<file path="config.mk">
export PLATFORM = sky130hd
export DESIGN_NAME = compressor_cycle_protection_fsm_flat
export DESIGN_NICKNAME = d
export VERILOG_FILES = /design/src/hw/rtl/ccp_pkg.sv /design/src/hw/rtl/ccp_if.sv /design/src/hw/rtl/ccp_cfg_regs.sv /design/src/hw/rtl/ccp_step.sv /design/src/hw/rtl/compressor_cycle_protection_fsm.sv /design/src/flat_wrapper.sv
export SDC_FILE = /design/constraint.sdc
export NUM_CORES = 1
export LEC_CHECK = 0
export BUFFER_PORTS_ARGS = -buffer_cell sky130_fd_sc_hd__buf_2
export CORE_MARGIN = 2
export CORE_UTILIZATION = 55
export DETAILED_ROUTE_END_ITERATION = 6
export PLACE_DENSITY = 0.74
export SLEW_MARGIN = 20
export SYNTH_ARGS = -nofsm -noshare
export SYNTH_HDL_FRONTEND = slang
export SYNTH_SLANG_ARGS = --single-unit
</file>
<file path="constraint.sdc">
create_clock -name clk -period 4.9 [get_ports clk]
set_clock_uncertainty 0.2 [all_clocks]
set_input_delay 0.98 -clock clk [delete_from_list [all_inputs] [get_ports clk]]
set_output_delay 0.98 -clock clk [all_outputs]
set_load 0.03 [all_outputs]
</file>
<file path="src/hw/rtl/ccp_pkg.sv">
// Shared types and constants for the compressor cycle protection controller.
// No dependencies; every other file of the block imports this package.
package ccp_pkg;

	localparam int CFG_DATA_W = 32;
	localparam int CFG_IDX_W  = 3;
	localparam int TEMP_W     = 16;
	localparam int TIME_W     = 32;

	typedef logic [CFG_IDX_W-1:0] cfg_idx_t;

	localparam cfg_idx_t REG_ON_THR     = 3'd0;
	localparam cfg_idx_t REG_OFF_THR    = 3'd1;
	localparam cfg_idx_t REG_WORK_TICKS = 3'd2;
	localparam cfg_idx_t REG_WAIT_TICKS = 3'd3;
	localparam cfg_idx_t REG_REST_TICKS = 3'd4;

	localparam logic MODE_TICK    = 1'b0;
	localparam logic MODE_READING = 1'b1;

	// Internal controller state, one-hot.
	typedef enum logic [3:0] {
		S_READY = 4'b0001,
		S_REST  = 4'b0010,
		S_WORK  = 4'b0100,
		S_WAIT  = 4'b1000
	} ctrl_st_t;

	// State code as reported on the result channel.
	typedef logic [1:0] st_code_t;

	localparam st_code_t ST_CODE_READY = 2'd0;
	localparam st_code_t ST_CODE_REST  = 2'd1;
	localparam st_code_t ST_CODE_WORK  = 2'd2;
	localparam st_code_t ST_CODE_WAIT  = 2'd3;

	typedef logic [1:0] pwr_ev_t;

	localparam pwr_ev_t EV_NONE  = 2'd0;
	localparam pwr_ev_t EV_START = 2'd1;
	localparam pwr_ev_t EV_STOP  = 2'd2;

	typedef struct packed {
		logic signed [TEMP_W-1:0] on_thr;
		logic signed [TEMP_W-1:0] off_thr;
		logic [TIME_W-1:0]        work_ticks;
		logic [TIME_W-1:0]        wait_ticks;
		logic [TIME_W-1:0]        rest_ticks;
	} cfg_t;

	typedef struct packed {
		logic                     mode;
		logic signed [TEMP_W-1:0] temperature;
		logic                     sensor_fault;
	} item_t;

	typedef struct packed {
		logic     compressor_on;
		st_code_t ctrl_state;
		logic     request_temp;
		pwr_ev_t  power_event;
	} result_t;

	function automatic st_code_t state_code(ctrl_st_t s);
		st_code_t c;
		unique case (s)
			S_READY: c = ST_CODE_READY;
			S_REST:  c = ST_CODE_REST;
			S_WORK:  c = ST_CODE_WORK;
			S_WAIT:  c = ST_CODE_WAIT;
			default: c = ST_CODE_READY;
		endcase
		return c;
	endfunction

endpackage

</file>
<file path="src/hw/rtl/ccp_if.sv">
// Valid/ready channel interfaces for readings and ticks in, and results out.
// Depends on ccp_pkg for field widths and codes.
interface ccp_item_if
	import ccp_pkg::*;
();
	logic                     valid;
	logic                     ready;
	logic                     mode;
	logic signed [TEMP_W-1:0] temperature;
	logic                     sensor_fault;

	modport source(output valid, mode, temperature, sensor_fault, input ready);
	modport sink(input valid, mode, temperature, sensor_fault, output ready);
endinterface

interface ccp_result_if
	import ccp_pkg::*;
();
	logic     valid;
	logic     ready;
	logic     compressor_on;
	st_code_t ctrl_state;
	logic     request_temp;
	pwr_ev_t  power_event;

	modport source(output valid, compressor_on, ctrl_state, request_temp, power_event,
		input ready);
	modport sink(input valid, compressor_on, ctrl_state, request_temp, power_event,
		output ready);
endinterface

</file>
<file path="src/hw/rtl/ccp_cfg_regs.sv">
// Configuration register file: thresholds and the three timer loads.
// Depends on ccp_pkg for the register indexes and the cfg_t bundle.
module ccp_cfg_regs
	import ccp_pkg::*;
(
	input  logic                  clk,
	input  logic                  arst_n,
	input  logic                  cfg_we,
	input  cfg_idx_t              cfg_idx,
	input  logic [CFG_DATA_W-1:0] cfg_data,
	output cfg_t                  cfg
);

	cfg_t cfg_q;

	always_ff @(posedge clk or negedge arst_n) begin
		if (!arst_n) begin
			cfg_q.on_thr     <= 16'sd40;
			cfg_q.off_thr    <= 16'sd10;
			cfg_q.work_ticks <= 32'd36000;
			cfg_q.wait_ticks <= 32'd3000;
			cfg_q.rest_ticks <= 32'd6000;
		end else if (cfg_we) begin
			unique case (cfg_idx)
				REG_ON_THR:     cfg_q.on_thr     <= cfg_data[TEMP_W-1:0];
				REG_OFF_THR:    cfg_q.off_thr    <= cfg_data[TEMP_W-1:0];
				REG_WORK_TICKS: cfg_q.work_ticks <= cfg_data[TIME_W-1:0];
				REG_WAIT_TICKS: cfg_q.wait_ticks <= cfg_data[TIME_W-1:0];
				REG_REST_TICKS: cfg_q.rest_ticks <= cfg_data[TIME_W-1:0];
				default: ;
			endcase
		end
	end

	assign cfg = cfg_q;

endmodule

</file>
<file path="src/hw/rtl/ccp_step.sv">
// Next-state logic for one transaction: state transition, timer load or
// decrement, and the result fields. Depends on ccp_pkg.
module ccp_step
	import ccp_pkg::*;
#(
	parameter int TIMER_WIDTH = 32
) (
	input  ctrl_st_t               st,
	input  logic [TIMER_WIDTH-1:0] ticks,
	input  logic                   startup,
	input  item_t                  item,
	input  cfg_t                   cfg,
	output ctrl_st_t               nxt_st,
	output logic [TIMER_WIDTH-1:0] nxt_ticks,
	output result_t                res
);

	logic              load_en;
	logic              clr_ticks;
	logic [TIME_W-1:0] load_sel;
	logic [TIMER_WIDTH-1:0] load_val;
	logic              req;
	pwr_ev_t           ev;
	logic              ticks_le1;
	logic              ge_on;
	logic              le_off;

	assign ticks_le1 = (ticks[TIMER_WIDTH-1:1] == '0);
	assign ge_on     = (item.temperature >= cfg.on_thr);
	assign le_off    = (item.temperature <= cfg.off_thr);

	// A load wider than the counter saturates to the counter's full scale.
	generate
		if (TIMER_WIDTH >= TIME_W) begin : g_wide
			assign load_val = TIMER_WIDTH'(load_sel);
		end else begin : g_narrow
			assign load_val = (|load_sel[TIME_W-1:TIMER_WIDTH]) ? '1
				: load_sel[TIMER_WIDTH-1:0];
		end
	endgenerate

	always_comb begin
		nxt_st    = st;
		load_en   = 1'b0;
		clr_ticks = 1'b0;
		load_sel  = cfg.wait_ticks;
		req       = 1'b0;
		ev        = EV_NONE;
		if (item.mode == MODE_TICK) begin
			if (st != S_READY && ticks_le1) begin
				if (st == S_WORK) begin
					nxt_st   = S_REST;
					load_en  = 1'b1;
					load_sel = cfg.rest_ticks;
					ev       = EV_STOP;
				end else begin
					nxt_st    = S_READY;
					clr_ticks = 1'b1;
					req       = 1'b1;
				end
			end
		end else if (item.sensor_fault) begin
			// A fault wins over both thresholds but only matters while working.
			if (st == S_WORK) begin
				nxt_st  = S_WAIT;
				load_en = 1'b1;
				ev      = EV_STOP;
			end
		end else if (ge_on && st == S_READY) begin
			nxt_st   = S_WORK;
			load_en  = 1'b1;
			load_sel = cfg.work_ticks;
			ev       = EV_START;
		end else if (le_off && st == S_WORK) begin
			nxt_st  = S_WAIT;
			load_en = 1'b1;
			ev      = EV_STOP;
		end
	end

	always_comb begin
		if (load_en) begin
			nxt_ticks = load_val;
		end else if (clr_ticks) begin
			nxt_ticks = '0;
		end else if (item.mode == MODE_TICK && st != S_READY) begin
			nxt_ticks = ticks - TIMER_WIDTH'(1);
		end else begin
			nxt_ticks = ticks;
		end
	end

	assign res.compressor_on = (nxt_st == S_WORK);
	assign res.ctrl_state    = state_code(nxt_st);
	assign res.request_temp  = req | startup;
	assign res.power_event   = ev;

endmodule

</file>
<file path="src/hw/rtl/compressor_cycle_protection_fsm.sv">
// Top level of the compressor cycle protection controller.
// Depends on ccp_pkg, ccp_if, ccp_cfg_regs and ccp_step.
//
//   channel   direction  handshake      payload
//   item      in         valid/ready    mode, temperature, sensor_fault
//   result    out        valid/ready    compressor_on, ctrl_state, request_temp,
//                                       power_event
//   cfg       in         cfg_we only    cfg_idx, cfg_data
//
// Each transaction is registered on entry and evaluated from the input
// register, landing in the result register when the result side can take it,
// where it is offered. One transaction is accepted per cycle unless the
// result side stalls; the limit is the single state update.
// Reset puts the controller in ready with the timer at zero and the start-up
// request armed. A stalled result holds the result register and, through it,
// the input register; the input side stalls only when both are full.
module compressor_cycle_protection_fsm
	import ccp_pkg::*;
#(
	parameter int TIMER_WIDTH = 32
) (
	input  logic                  clk,
	input  logic                  arst_n,
	input  logic                  cfg_we,
	input  cfg_idx_t              cfg_idx,
	input  logic [CFG_DATA_W-1:0] cfg_data,
	ccp_item_if.sink              item,
	ccp_result_if.source          result
);

	cfg_t                   cfg;
	ctrl_st_t               st_q;
	ctrl_st_t               nxt_st;
	logic [TIMER_WIDTH-1:0] ticks_q;
	logic [TIMER_WIDTH-1:0] nxt_ticks;
	logic                   startup_q;
	logic                   valid_s1;
	item_t                  item_s1;
	logic                   valid_s2;
	result_t                res_nxt;
	result_t                res_s2;
	logic                   adv;

	ccp_cfg_regs u_cfg (
		.clk      (clk),
		.arst_n   (arst_n),
		.cfg_we   (cfg_we),
		.cfg_idx  (cfg_idx),
		.cfg_data (cfg_data),
		.cfg      (cfg)
	);

	ccp_step #(
		.TIMER_WIDTH(TIMER_WIDTH)
	) u_step (
		.st        (st_q),
		.ticks     (ticks_q),
		.startup   (startup_q),
		.item      (item_s1),
		.cfg       (cfg),
		.nxt_st    (nxt_st),
		.nxt_ticks (nxt_ticks),
		.res       (res_nxt)
	);

	assign adv        = valid_s1 && (!valid_s2 || result.ready);
	assign item.ready = !valid_s1 || adv;

	always_ff @(posedge clk or negedge arst_n) begin
		if (!arst_n) begin
			valid_s1  <= 1'b0;
			valid_s2  <= 1'b0;
			st_q      <= S_READY;
			ticks_q   <= '0;
			startup_q <= 1'b1;
		end else begin
			if (item.ready) begin
				valid_s1 <= item.valid;
			end
			if (adv) begin
				valid_s2  <= 1'b1;
				st_q      <= nxt_st;
				ticks_q   <= nxt_ticks;
				startup_q <= 1'b0;
			end else if (result.ready) begin
				valid_s2 <= 1'b0;
			end
		end
	end

	always_ff @(posedge clk) begin
		if (item.valid && item.ready) begin
			item_s1.mode         <= item.mode;
			item_s1.temperature  <= item.temperature;
			item_s1.sensor_fault <= item.sensor_fault;
		end
		if (adv) begin
			res_s2 <= res_nxt;
		end
	end

	assign result.valid         = valid_s2;
	assign result.compressor_on = res_s2.compressor_on;
	assign result.ctrl_state    = res_s2.ctrl_state;
	assign result.request_temp  = res_s2.request_temp;
	assign result.power_event   = res_s2.power_event;

endmodule
</file>
<file path="src/flat_wrapper.sv">
// flat-port wrapper written by rule: the top's interface ports become plain ports
module compressor_cycle_protection_fsm_flat import ccp_pkg::*;
#(
	parameter int TIMER_WIDTH = 32
)
  (clk, arst_n, cfg_we, cfg_idx, cfg_data, item_valid, item_mode, item_temperature, item_sensor_fault, item_ready, result_valid, result_compressor_on, result_ctrl_state, result_request_temp, result_power_event, result_ready);
  ccp_item_if item_i ();
  ccp_result_if result_i ();
  input  logic clk;
  input  logic arst_n;
  input  logic cfg_we;
  input  cfg_idx_t cfg_idx;
  input  logic [CFG_DATA_W-1:0] cfg_data;
  input wire logic [$bits(item_i.valid)-1:0] item_valid;
  input wire logic [$bits(item_i.mode)-1:0] item_mode;
  input wire logic [$bits(item_i.temperature)-1:0] item_temperature;
  input wire logic [$bits(item_i.sensor_fault)-1:0] item_sensor_fault;
  output wire logic [$bits(item_i.ready)-1:0] item_ready;
  output wire logic [$bits(result_i.valid)-1:0] result_valid;
  output wire logic [$bits(result_i.compressor_on)-1:0] result_compressor_on;
  output wire logic [$bits(result_i.ctrl_state)-1:0] result_ctrl_state;
  output wire logic [$bits(result_i.request_temp)-1:0] result_request_temp;
  output wire logic [$bits(result_i.power_event)-1:0] result_power_event;
  input wire logic [$bits(result_i.ready)-1:0] result_ready;
  assign item_i.valid = item_valid;
  assign item_i.mode = item_mode;
  assign item_i.temperature = item_temperature;
  assign item_i.sensor_fault = item_sensor_fault;
  assign item_ready = item_i.ready;
  assign result_valid = result_i.valid;
  assign result_compressor_on = result_i.compressor_on;
  assign result_ctrl_state = result_i.ctrl_state;
  assign result_request_temp = result_i.request_temp;
  assign result_power_event = result_i.power_event;
  assign result_i.ready = result_ready;
  compressor_cycle_protection_fsm #(.TIMER_WIDTH(TIMER_WIDTH)) u_core (.clk(clk), .arst_n(arst_n), .cfg_we(cfg_we), .cfg_idx(cfg_idx), .cfg_data(cfg_data), .item(item_i), .result(result_i));
endmodule
</file>
==> metrics.cfg, run 1 <==
[status]
outcome=completed

[pwr]
p_per_area_mw_per_mm2=400
max-vdd-ir-drop_uv=298
power_leakage_nw=4.37

[final_layout]
num-nets-final=961
postLayoutCellArea_mm2=0.0105
area_growth_syn_to_layout_pct=12.5
drive_above_1_share_pct=31.3
diodes=0
layoutNonFillerInstCount=1103
final_util_pct=63.3

[worst_setup_path]
cp.arrival_ps=4060
critPathMaxFanout=19
r2r_setup_slack_ps=930
path_class=register to register
crit_required_ps=4990
r2r-end=u_core.ticks_q[29]
reg2reg_depth=10
endpoint_kind=register
regToRegStartpoint=u_core.item_s1[2]
cp-start-kind=register

[cts]
cts_buffers=17
post_cts_resized=0
clockRootBuffer=clkbuf_16
worst_skew_pair.late_latency_ps=450
path_clk_slew_ps=70
cts_sinks=191
cts_setup_buffers=0
cts_tree=yes
htreeDepth=4
cts-hold-fix-buffers=0
cts.path.max_buffers=2

[placement]
detailed_place_hpwl_um=14200
dpl_cell_area_mm2=0.00991
numPortBuffers=65
dp_cells=1071
place_congestion=0.858

[route]
wirelength_um=20900
vias=6729
drt-initial-drc-count=477
drt_first_pass_iters=5
wl_per_cell_um=18.9
drc_errors=0
vias_per_cell=6.10
final_antenna_net_count=0

[floorplan]
fp-row-count=47
start_util_pct=56.3
core_mm2=0.0165
dieArea_mm2=0.0180
die_h_um=134
die_x_um=134
io_pins=66

[hold_path]
min_path_type=register to register
worstHoldEndpoint=u_core.startup_q
holdPathStages=1
min-delay-start=u_core.startup_q

[synthesis]
async_reset_ff_share_pct=87.4
ys_ff_latch=191
yosysWarnings=0
synth_area_mm2=0.00930
synth_top_flop_cell=dfrtp_1
syn_area_per_cell_um2=11.5
synth_fp_nets=899
synth-edff-count=24
synthCells=808
yosysUniqueCellTypes=63
ys_seq_area_share_pct=53.0

[grt]
grt.total_usage_pct=24.6
grt_pass1_wl_um=34800
grt_overflow=0
antenna_found_initial=0
grt_max_degree=77
grt_pass1_vias=6838

[timing]
drv_slew=0
slew-limit-headroom_pct=33.7
fin_crit_ps=3970
min_period_over_period_pct=81.1
rsz0062_at_grt=false
fmax_mhz=252
final_hold_viol_count=0
hold_ws_ps=299
finalSetupViolations=0
setup_tns_ps=0
worst_pin_slew_ps=994

[run]
maxCapViolCount=0

-- kinds of logic after synthesis --
logic type,after synthesis,share of synthesized area (%)
compound gates,186,12.9
fa+ha+maj,33,4.44
buf+inv,81,3.41
flops,191,53.0
mux,130,15.7
simple gates,187,10.5
-- through the flow --
step | setup slack, ps | total power, mW
final | 926 | 4.19
after global routing | 727 | 4.41
after detailed placement | 950 | 2.90
after global placement | 1050 | 2.84
after floorplan | 1800 | 2.64
after CTS | 919 | 4.20
-- metal layers --
metal / part of all wire, % / global-route usage (%) / up-vias
met5: 0 / 0 / -
met4: 2.0 / 8.60 / 0
met3: 4.5 / 4.80 / 37
met2: 50 / 40.5 / 185
met1: 44 / 33.0 / 3411
li1: - / - / 3096
-- cells in the final DEF (no fill, tap or decap), types with 4 or more instances in the layout --
cell / count
dfrtp_1: 142
mux2_2: 124
buf_2: 64
nand2_1: 63
o21ai_0: 58
inv_1: 42
a21oi_1: 38
ha_1: 33
nor2_1: 26
dfstp_2: 25
edfxtp_1: 24
nor3_1: 19
clkbuf_16: 18
buf_4: 17
a221oi_1: 16
nand3_1: 10
o22ai_1: 9
nor4_1: 9
nor2b_1: 9
or4_1: 8
or3_1: 7
a2bb2oi_1: 7
nand4_1: 6
a21o_1: 6
a22oi_1: 6
nand2b_1: 5
nand3b_1: 5
o21ai_1: 5
mux2i_1: 5
clkinv_2: 5
a222oi_1: 4
a211oi_1: 4
-- area by class of cell --
| class | instances | area, µm² |
|---|---|---|
| inverters | 42 | 158 |
| well taps | 220 | 275 |
| multi-input cells | 536 | 4090 |
| repair buffers | 82 | 459 |
| clock buffers | 20 | 468 |
| fillers | 1284 | 6060 |
| flip-flops and latches | 191 | 4930 |
| clock inverters | 12 | 82.6 |
-- how the worst max path moves through the flow --
stage                     startpoint                  to  slack, ps  depth (start not counted)
4_1_cts            u_core.item_s1[2]  u_core.ticks_q[29]        920                         10
6_report           u_core.item_s1[2]  u_core.ticks_q[29]        930                         10
3_3_place_gp   u_core.u_cfg.cfg[117]  u_core.ticks_q[29]       1050                         11
2_1_floorplan  u_core.u_cfg.cfg[117]   u_core.ticks_q[7]       1800                         11
3_5_place_dp       u_core.item_s1[2]  u_core.ticks_q[20]        950                         10
5_1_grt            u_core.item_s1[2]  u_core.ticks_q[20]        730                         10
-- synthesized netlist by cell type, drive strengths merged, types with 10 or more instances --
master	instances	area (µm²)
a221oi	16	140
buf	10	50.1
nor4	11	90.1
clkbuf	29	109
or4	10	82.6
nor2	27	101
nand2	63	236
ha	33	413
edfxtp	24	721
dfrtp	142	3550
a21oi	38	190
nor3	21	110
nand3	10	50.1
dfstp	25	657
inv	42	158
o21ai	64	332
mux2	124	1400
-- sequential cells by signal, indices dropped and copies added, names as in the netlist --
| name | count |
|---|---|
| u_core.u_cfg.cfg | 128 |
| u_core.ticks_q | 32 |
| u_core.item_s1 | 18 |
| u_core.st_q | 4 |
| u_core.result.ctrl_state | 2 |
| u_core.result.power_event | 2 |
| u_core.result.compressor_on | 1 |
| u_core.result.request_temp | 1 |
| u_core.result.valid | 1 |
| u_core.startup_q | 1 |
| u_core.valid_s1 | 1 |
-- worst max-delay path, stage by stage, from the launching register on --
cell and delay (ps):
edfxtp_1 410, ha_1 330, nor2b_1 150, o211ai_1 190, a2111oi_0 140, nor4_1 520
mux2i_4 830, buf_4 330, mux2_2 360, a221oi_1 230, o22ai_1 130
-- power by group --
part	internal (mW)	switching [mW]	leakage [nW]	total (mW)
Clock	0.694	0.614	0.276	1.31
Sequential	1.94	0.193	2.20	2.13
Combinational	0.371	0.380	1.90	0.751
Power figures use the tool's default switching activity.
==> run 2: changes to the inputs <==
Settings changed: PLACE_DENSITY 0.74 to 0.77.
Clock period 4.9 ns to 3.5 ns, I/O delays scaled along.
==> metrics.cfg, run 2 (synthesis results as in run 1) <==
[status]
outcome=completed

[cts]
htreeDepth=4
cts_sinks=191
worst_skew_pair.late_latency_ps=440
cts_buffers=17
cts_tree=yes
clockRootBuffer=clkbuf_16
cts.path.max_buffers=2
path_clk_slew_ps=70

[route]
drt_first_pass_iters=6
vias_per_cell=6.08
wirelength_um=22000
final_antenna_net_count=0
wl_per_cell_um=19.5
met1_length_um=10000
vias=6861
highest_layer=met4
drt-initial-drc-count=595
wl_met2_um=10500
drc_errors=0
met3WireLength_um=1060

[worst_setup_path]
crit_required_ps=3620
critPathTopFamily=compound AO/OA/AOI/OAI gates
r2r_setup_slack_ps=140
regToRegStartpoint=u_core.item_s1[16]
critPathMaxFanout=11
cp.arrival_ps=3480
path_class=register to register
crit_buf_inv=3
reg2reg_depth=11
path_common_cell=buf_4
cp-start-kind=register
cpPeakStageDelay_ps=510
endpoint_kind=register
path_cells=ha_1 -> nand4_1 -> a2111oi_1 -> nor4_1 -> buf_4 -> mux2i_4 -> buf_6 -> buf_4 -> o31ai_4 -> nor2b_1 -> o22ai_1
r2r-end=u_core.ticks_q[29]
crit_slowest_cell=a2111oi_1

[grt]
grt_max_degree=78
grt_overflow=0
grt_pass1_wl_um=35600
antenna_found_initial=0
grt.total_usage_pct=25.4
grt_pass1_vias=6776

[floorplan]
dieArea_mm2=0.0180
io_pins=66
fp-row-count=47
core_mm2=0.0165
start_util_pct=56.3
die_x_um=134
die_h_um=134

[timing]
setup_tns_ps=0
fin_crit_ps=3360
fmax_mhz=297
worst_pin_slew_ps=911
finalSetupViolations=0
min_period_over_period_pct=96.1
slew-limit-headroom_pct=39.3
timing.final.ws_setup_ps=136
hold_ws_ps=66.1
final_hold_viol_count=0
drv_slew=0
rsz0062_at_grt=true

[final_layout]
diodes=0
drive_above_1_share_pct=33.9
area_growth_syn_to_layout_pct=16.6
layout_common_cells=dfrtp_1, mux2_2, buf_2, nand2_1, o21ai_0
num-fill-cells=1267
largest_register_ffs=128
postLayoutCellArea_mm2=0.0108
layout_commonest_cell=dfrtp_1
final_util_pct=65.6
num-nets-final=986
layoutNonFillerInstCount=1128

[placement]
numPortBuffers=65
pre_cts_ws_ps=-8.01
dpl_cell_area_mm2=0.0101
detailed_place_hpwl_um=14400
place_congestion=0.840
dp_cells=1089

[hold_path]
min_path_type=input pin to async pin

[run]
maxCapViolCount=0

[pwr]
total_power_mw=6.04
power_leakage_nw=4.54
max-vdd-ir-drop_uv=416
p_per_area_mw_per_mm2=558

==> run 2: changes by cell type in the layout (fill, tap and decap cells not counted), sizes merged <==
cell,change
clkbuf,-1
buf,+23
clkinvlp,+2
bufinv,+2
o31ai,+1
clkinv,-2
==> run 2: final cells by class <==
class	instances	area [µm²]	area share, %
clock buffers	18	439	4.05
clock inverters	14	159	1.47
inverters	42	158	1.45
multi-input cells	537	4150	38.3
flip-flops and latches	191	4930	45.5
well taps	220	275	2.54
repair buffers	106	723	6.67
==> run 2: how the worst max path moves through the flow <==
stage | start | cells after the start | to | slack (ps)
floorplan | u_core.u_cfg.cfg[117] | 11 | u_core.ticks_q[7] | 400
global placement | u_core.item_s1[2] | 11 | u_core.ticks_q[15] | 130
detailed placement | u_core.item_s1[16] | 10 | u_core.ticks_q[15] | -8
CTS | u_core.item_s1[16] | 10 | u_core.ticks_q[15] | 40
global route | u_core.item_s1[16] | 11 | u_core.ticks_q[29] | -30
finish | u_core.item_s1[16] | 11 | u_core.ticks_q[29] | 140
==> run 2: where the power goes <==
group	switching, mW	total, mW	internal [mW]
clock network	0.875	1.96	1.08
registers	0.272	2.98	2.71
logic	0.554	1.10	0.548
total	1.70	6.04	4.34
==> run 2: worst register-to-register path: cells and delay by family (launching register included) <==
family | cells | cell delay (ps)
adder cells (fa/ha/maj) | 1 | 360
buffers and inverters | 3 | 450
AO/OA/AOI/OAI | 3 | 1050
flip-flops | 1 | 400
multiplexers | 1 | 210
AND/OR/NAND/NOR | 3 | 570
==> run 2: what timing repair did <==
action | in CTS | in global routing
gates cloned | 1 | 1
pin swaps | 1 | 1
resized for setup | 0 | 10
hold buffers | 0 | 0
endpoints found under the setup margin | 1 | 31
setup buffers | 0 | 5
==> run 2: layer usage <==
layer	up-vias	track usage, %
met5	-	0
met4	0	8.60
met3	34	5.29
met2	235	40.7
met1	3435	34.9
li1	3157	-
